### src/design/gdas_pkg.sv
package gdas_pkg;

    localparam logic [13:0] MIN_YEAR = 14'd1583;
    localparam logic [13:0] MAX_YEAR = 14'd9999;

    localparam logic OP_ADD = 1'b0;
    localparam logic OP_SUB = 1'b1;

    // floor(y / 100) == (y * 5243) >> 19 for every 14-bit y
    localparam logic [12:0] DIV100_MUL   = 13'd5243;
    localparam int          DIV100_SHIFT = 19;

    typedef struct packed {
        logic        func;
        logic [4:0]  day;
        logic [3:0]  month;
        logic [13:0] year;
        logic [14:0] count;
    } in_t;

    typedef struct packed {
        logic [4:0]  res_day;
        logic [3:0]  res_month;
        logic [13:0] res_year;
        logic        valid_res;
    } out_t;

    // working date plus year bookkeeping: year % 100 and (year / 100) % 4
    typedef struct packed {
        logic [4:0]  day;
        logic [3:0]  month;
        logic [13:0] year;
        logic [6:0]  rem100;
        logic [1:0]  cent4;
    } cal_t;

    typedef enum logic [2:0] {
        ST_IDLE,
        ST_DIV,
        ST_INIT,
        ST_CHECK,
        ST_RUN,
        ST_DONE
    } state_t;

    function automatic logic is_leap(logic [1:0] y_lo, logic [6:0] rem100, logic [1:0] cent4);
        is_leap = (y_lo == 2'd0) && ((rem100 != 7'd0) || (cent4 == 2'd0));
    endfunction

    function automatic logic [4:0] month_days(logic [3:0] m, logic leap);
        case (m)
            4'd1, 4'd3, 4'd5, 4'd7, 4'd8, 4'd10, 4'd12: month_days = 5'd31;
            4'd4, 4'd6, 4'd9, 4'd11:                     month_days = 5'd30;
            4'd2:                                        month_days = leap ? 5'd29 : 5'd28;
            default:                                     month_days = 5'd0;
        endcase
    endfunction

endpackage

### src/design/gdas_step.sv
module gdas_step (
    input  gdas_pkg::cal_t cur,
    input  logic           func,
    output gdas_pkg::cal_t nxt
);

    logic       cur_leap;
    logic [4:0] cur_len;
    logic [1:0] prev_y_lo;
    logic [6:0] prev_rem;
    logic [1:0] prev_cent;
    logic [4:0] prev_dec_len;
    logic [4:0] prev_wrap_len;

    always_comb
    begin
        cur_leap      = gdas_pkg::is_leap(cur.year[1:0], cur.rem100, cur.cent4);
        cur_len       = gdas_pkg::month_days(cur.month, cur_leap);

        // previous year for the January to December wrap when going back
        prev_y_lo     = cur.year[1:0] - 2'd1;
        prev_rem      = (cur.rem100 == 7'd0) ? 7'd99 : cur.rem100 - 7'd1;
        prev_cent     = (cur.rem100 == 7'd0) ? cur.cent4 - 2'd1 : cur.cent4;
        prev_dec_len  = gdas_pkg::month_days(cur.month - 4'd1, cur_leap);
        prev_wrap_len = gdas_pkg::month_days(4'd12,
                            gdas_pkg::is_leap(prev_y_lo, prev_rem, prev_cent));

        nxt = cur;
        if (func == gdas_pkg::OP_ADD)
        begin
            if (cur.day >= cur_len)
            begin
                nxt.day = 5'd1;
                if (cur.month == 4'd12)
                begin
                    nxt.month  = 4'd1;
                    nxt.year   = cur.year + 14'd1;
                    nxt.rem100 = (cur.rem100 == 7'd99) ? 7'd0 : cur.rem100 + 7'd1;
                    nxt.cent4  = (cur.rem100 == 7'd99) ? cur.cent4 + 2'd1 : cur.cent4;
                end
                else
                begin
                    nxt.month = cur.month + 4'd1;
                end
            end
            else
            begin
                nxt.day = cur.day + 5'd1;
            end
        end
        else
        begin
            if (cur.day > 5'd1)
            begin
                nxt.day = cur.day - 5'd1;
            end
            else if (cur.month > 4'd1)
            begin
                nxt.month = cur.month - 4'd1;
                nxt.day   = prev_dec_len;
            end
            else
            begin
                nxt.month  = 4'd12;
                nxt.year   = cur.year - 14'd1;
                nxt.rem100 = prev_rem;
                nxt.cent4  = prev_cent;
                nxt.day    = prev_wrap_len;
            end
        end
    end

endmodule

### src/design/gregorian_date_add_sub_days_unit.sv
// Sequence from request accept to result valid for a valid date: divide, init,
// check, the day steps, then a step that sees the end; an invalid date goes
// from check to the result; stepping ends early when the calendar bound is reached.
// One request at a time: a new request is taken only once the result is accepted
// and the sequencer is back in idle; the day stepper advances one day per cycle.
// Reset: rst_n clears the sequencer to idle; no result is pending after reset.
module gregorian_date_add_sub_days_unit (
    input  logic            clk,
    input  logic            rst_n,
    input  logic            in_valid,
    output logic            in_ready,
    input  gdas_pkg::in_t   in_data,
    output logic            out_valid,
    input  logic            out_ready,
    output gdas_pkg::out_t  out_data
);

    gdas_pkg::state_t state_reg, state_next;
    gdas_pkg::cal_t   date_reg, date_next;
    gdas_pkg::cal_t   step_date;
    logic [14:0]      count_reg, count_next;
    logic             func_reg, func_next;
    logic [7:0]       quot_reg, quot_next;
    logic             ok_reg, ok_next;

    logic [26:0]      div_prod;
    logic [14:0]      quot_x100;
    logic [14:0]      rem_wide;
    logic [4:0]       start_len;
    logic             start_ok;
    logic             at_bound;

    gdas_step u_step (
        .cur  (date_reg),
        .func (func_reg),
        .nxt  (step_date)
    );

    always_ff @(posedge clk or negedge rst_n)
    begin
        if (!rst_n)
            state_reg <= gdas_pkg::ST_IDLE;
        else
            state_reg <= state_next;
    end

    always_ff @(posedge clk)
    begin
        date_reg  <= date_next;
        count_reg <= count_next;
        func_reg  <= func_next;
        quot_reg  <= quot_next;
        ok_reg    <= ok_next;
    end

    always_comb
    begin
        div_prod  = 27'(date_reg.year) * 27'(gdas_pkg::DIV100_MUL);
        quot_x100 = {1'b0, quot_reg, 6'b0} + {2'b0, quot_reg, 5'b0} + {5'b0, quot_reg, 2'b0};
        rem_wide  = {1'b0, date_reg.year} - quot_x100;

        start_len = gdas_pkg::month_days(date_reg.month,
                        gdas_pkg::is_leap(date_reg.year[1:0], date_reg.rem100, date_reg.cent4));
        start_ok  = (date_reg.month >= 4'd1) && (date_reg.month <= 4'd12)
                 && (date_reg.day >= 5'd1) && (date_reg.day <= start_len)
                 && (date_reg.year >= gdas_pkg::MIN_YEAR)
                 && (date_reg.year <= gdas_pkg::MAX_YEAR);

        at_bound  = (func_reg == gdas_pkg::OP_SUB)
                  ? (date_reg.day == 5'd1 && date_reg.month == 4'd1
                     && date_reg.year == gdas_pkg::MIN_YEAR)
                  : (date_reg.day == 5'd31 && date_reg.month == 4'd12
                     && date_reg.year == gdas_pkg::MAX_YEAR);
    end

    always_comb
    begin
        state_next = state_reg;
        date_next  = date_reg;
        count_next = count_reg;
        func_next  = func_reg;
        quot_next  = quot_reg;
        ok_next    = ok_reg;
        in_ready   = 1'b0;
        out_valid  = 1'b0;

        unique case (state_reg)
            gdas_pkg::ST_IDLE:
            begin
                in_ready = 1'b1;
                if (in_valid)
                begin
                    date_next.day    = in_data.day;
                    date_next.month  = in_data.month;
                    date_next.year   = in_data.year;
                    date_next.rem100 = 7'd0;
                    date_next.cent4  = 2'd0;
                    count_next       = in_data.count;
                    func_next        = in_data.func;
                    state_next       = gdas_pkg::ST_DIV;
                end
            end
            gdas_pkg::ST_DIV:
            begin
                quot_next  = div_prod[26:gdas_pkg::DIV100_SHIFT];
                state_next = gdas_pkg::ST_INIT;
            end
            gdas_pkg::ST_INIT:
            begin
                date_next.rem100 = rem_wide[6:0];
                date_next.cent4  = quot_reg[1:0];
                state_next       = gdas_pkg::ST_CHECK;
            end
            gdas_pkg::ST_CHECK:
            begin
                ok_next    = start_ok;
                state_next = start_ok ? gdas_pkg::ST_RUN : gdas_pkg::ST_DONE;
            end
            gdas_pkg::ST_RUN:
            begin
                if (count_reg == 15'd0 || at_bound)
                begin
                    state_next = gdas_pkg::ST_DONE;
                end
                else
                begin
                    date_next  = step_date;
                    count_next = count_reg - 15'd1;
                end
            end
            gdas_pkg::ST_DONE:
            begin
                out_valid = 1'b1;
                if (out_ready)
                    state_next = gdas_pkg::ST_IDLE;
            end
            default:
            begin
                state_next = gdas_pkg::ST_IDLE;
            end
        endcase

        out_data.res_day   = date_reg.day;
        out_data.res_month = date_reg.month;
        out_data.res_year  = date_reg.year;
        out_data.valid_res = ok_reg;
    end

endmodule
### config.mk
export PLATFORM = sky130hd
export DESIGN_NAME = gregorian_date_add_sub_days_unit
export DESIGN_NICKNAME = d
export VERILOG_FILES = /design/src/design/gdas_pkg.sv /design/src/design/gdas_step.sv /design/src/design/gregorian_date_add_sub_days_unit.sv
export SDC_FILE = /design/constraint.sdc
export NUM_CORES = 1
export LEC_CHECK = 0
export BUFFER_PORTS_ARGS = -buffer_cell sky130_fd_sc_hd__buf_2
export CORE_MARGIN = 8
export CORE_UTILIZATION = 63
export CTS_BUF_LIST = sky130_fd_sc_hd__clkbuf_8
export DETAILED_ROUTE_END_ITERATION = 10
export GPL_TIMING_DRIVEN = 0
export PLACE_DENSITY = 0.84
export REMOVE_ABC_BUFFERS = 1
export SYNTH_ARGS = -nofsm -noshare
export SYNTH_HDL_FRONTEND = slang
export SYNTH_SLANG_ARGS = --single-unit
### constraint.sdc
create_clock -name clk -period 5.87 [get_ports clk]
set_clock_uncertainty 0.05 [all_clocks]
set_input_delay 0.8805 -clock clk [delete_from_list [all_inputs] [get_ports clk]]
set_output_delay 0.8805 -clock clk [all_outputs]
set_load 0.005 [all_outputs]
==> results.rst <==
.. list-table::
   :header-rows: 1

   * - Metric
     - Value
   * - Area of the die
     - 0.01649 sq mm
   * - Post-route DRC violation count
     - 0
   * - Antenna-violating nets left
     - 0
   * - Finish-stage setup viols
     - 0
   * - Relative max-transition margin
     - 25.17%
   * - Final hold violations
     - 0
   * - Req. time, crit path
     - 5.92 ns
   * - Synth Instances
     - 849
   * - Post_cts resized
     - 0
   * - Class of the most critical setup path
     - flop to flop
   * - Final period util
     - 89.34%
   * - Total negative setup slack
     - 0 ns
   * - Clock latency at the later pin of the worst-skew pair
     - 0.37 ns
   * - Fraction of final layout cells with drive strength greater than 1
     - 11.21%
   * - Final standard cell count with taps included and fillers excluded
     - 1064
   * - Library cells used by synthesis
     - 63
   * - Mapped Area
     - 0.007961 sq mm
   * - Placement-stage worst setup slack
     - 0.6803 ns
   * - TritonCTS buffer count
     - 9
   * - Signal arrival time at the worst endpoint
     - 5.29 ns
   * - Starting density of the core
     - 63.87%
   * - Core Area
     - 0.01247 sq mm
   * - WL per Instance
     - 17.00 microns
   * - Largest register FFs
     - 23
   * - Sequential area share after synthesis
     - 21.31%
   * - Number of synthesized flops with an enable pin
     - 54
   * - Yosys warnings
     - 0
   * - Maximum net fanout on the critical path
     - 8
   * - Routed vias
     - 6201
   * - Placed standard-cell area
     - 0.008298 sq mm
   * - Gpl congestion
     - 0.9089
   * - Worst Setup Start Kind
     - flop
   * - Category of the worst setup path capture point
     - flop
   * - Net count of the finished layout
     - 1133
   * - Final wirelength
     - 18090 microns
   * - First-pass iteration count of the detailed router
     - 5
   * - Class of the most critical hold timing path
     - primary input to asynchronous set/reset pin
   * - Detailed placement HPWL
     - 14300 microns
   * - Cell total after placement
     - 1048
   * - Die boundary width
     - 128.4 microns
   * - Count of routing violations after the opening detailed-route iteration
     - 381
   * - Register bit total from synthesis
     - 57
   * - TritonCTS sink count
     - 57
   * - Max Clk Rate
     - 0.1907 GHz
   * - Clock tree root buffer cell
     - clkbuf_8
   * - Wire length of the first global-routing pass
     - 29500 microns
   * - Pin count of the biggest net entering global routing
     - 53
   * - Final min period
     - 5.245 ns
   * - Maximum clock insertion buffer count
     - 2
   * - Final instance area
     - 0.008517 sq mm
   * - Antenna diode count
     - 0
   * - Clock tree from TritonCTS
     - done
   * - Setup repair after global routing missed its margin
     - no
   * - Number of slew-limit violations in the final report
     - 0
   * - Synth Flop Type
     - edfxtp_1
   * - Global router's overall resource usage
     - 22.41%
   * - Die Y
     - 128.4 microns
   * - # IOs
     - 69
   * - Status
     - finished clean
   * - Total of buffers placed on input and output ports
     - 68
   * - Fillers
     - 925
   * - CTS clock-pin slew for the worst setup and hold paths
     - 0.07 ns
   * - Hold-fix buffer count after cts
     - 0
   * - Proportion of synthesized flip-flops having asynchronous set or reset
     - 5.263%
   * - Vias per cell
     - 5.828
   * - Initial antenna violation count
     - 0
   * - Standard-cell row count
     - 41
   * - Via count of the first global-routing pass
     - 6307
   * - Synth Area per Inst
     - 9.377 sq um
   * - Htree depth
     - 3
   * - Post CTS Setup Buffer Count
     - 0
   * - Max-cap viol count
     - 0
   * - Area delta synth->final
     - 6.978%
   * - Worst Slack Setup Final
     - 0.6255 ns
   * - Congestion Overflow GR
     - 0
   * - Slew @ Worst Pin
     - 1.122 ns
per-stage QoR:
step | hold WS [ns] | utilization, %
2_1_floorplan | 0.5139 | -
3_3_place_gp | 0.5386 | 66.26
3_5_place_dp | 0.5422 | 66.57
4_1_cts | 0.2581 | 68.32
5_1_grt | 0.2529 | 68.32
6_report | 0.2611 | 68.32
metal layers:
layer	part of all wire (%)	global-route usage [%]	vias to the layer above
met5	0	0	-
met4	3.1	8.531	0
met3	5.5	4.675	52
met2	49	38.16	224
met1	43	27.36	2965
li1	-	-	2960
critical path: stages, from the launching register on:
cell	delay (ns)
edfxtp_1	0.67
inv_1	0.31
fa_1	0.61
inv_1	0.06
ha_1	0.22
fa_1	0.51
fa_1	0.50
inv_1	0.06
fa_1	0.52
inv_1	0.04
ha_1	0.31
o211ai_1	0.11
nor2_1	0.06
a21o_1	0.23
nor3_1	0.26
o21bai_1	0.15
a21oi_1	0.20
xnor2_1	0.13
placed cells by master (no fill, tap or decap), types with 20 or more instances in the layout:
cell type,count
inv_1,142
ha_1,140
buf_2,68
fa_1,63
nand2_1,61
o21ai_0,59
edfxtp_1,54
nor2_1,40
xnor2_1,40
a21oi_1,30
nor3_1,20
layout make-up:
type	instances	area [sq um]	share of cell area (%)
flip-flops and latches	57	1697	19.92
clock buffers	9	123.9	1.454
inverters	143	536.8	6.302
clock inverters	7	95.09	1.116
multi-input cells	606	5478	64.32
well taps	172	215.2	2.527
repair buffers	70	371.6	4.363
path summary, 6_finish.rpt:
path,from,to,slack [ns],depth (start not counted)
worst max-delay path,out_data[6]$_DFFE_PP_,quot_reg[2]$_DFFE_PP_,0.63,17
worst min-delay path,rst_n,state_reg[0]$_DFFE_PN0P_,0.26,1
worst max register to register,out_data[6]$_DFFE_PP_,quot_reg[2]$_DFFE_PP_,0.63,17
worst min register to register,count_reg[0]$_DFFE_PP_,count_reg[0]$_DFFE_PP_,0.56,1
max in group asynchronous,rst_n,state_reg[2]$_DFFE_PN0P_,5.39,1
min in group clk,count_reg[0]$_DFFE_PP_,count_reg[0]$_DFFE_PP_,0.56,1
synth_stat cells, types with 7 or more instances:
cell type / number / area [sq um]
nor3_1: 21 / 105.1
a21oi_1: 30 / 150.1
o21ai_0: 59 / 295.3
clkbuf_1: 14 / 52.55
a211oi_1: 8 / 60.06
inv_1: 142 / 533.0
nor4_1: 7 / 43.79
xnor2_1: 40 / 350.3
ha_1: 140 / 1752
buf_4: 25 / 187.7
nand2_1: 62 / 232.7
xor2_1: 16 / 140.1
nand4_1: 7 / 43.79
nand3_1: 13 / 65.06
fa_1: 63 / 1261
nor2_1: 40 / 150.1
edfxtp_1: 54 / 1622
logic make-up after synthesis:
| family | after synthesis | synth area share [%] |
|---|---|---|
| AND/OR/NAND/NOR | 188 | 12.05 |
| adder cells (fa/ha/maj) | 203 | 37.84 |
| buffers and inverters | 186 | 9.980 |
| AO/OA/AOI/OAI | 156 | 12.26 |
| flip-flops | 57 | 21.31 |
| XOR/XNOR | 56 | 6.161 |
| multiplexers | 3 | 0.3929 |
Power is not shown: default switching activity piles up to over one toggle a cycle in this logic, so the estimate is an artifact.
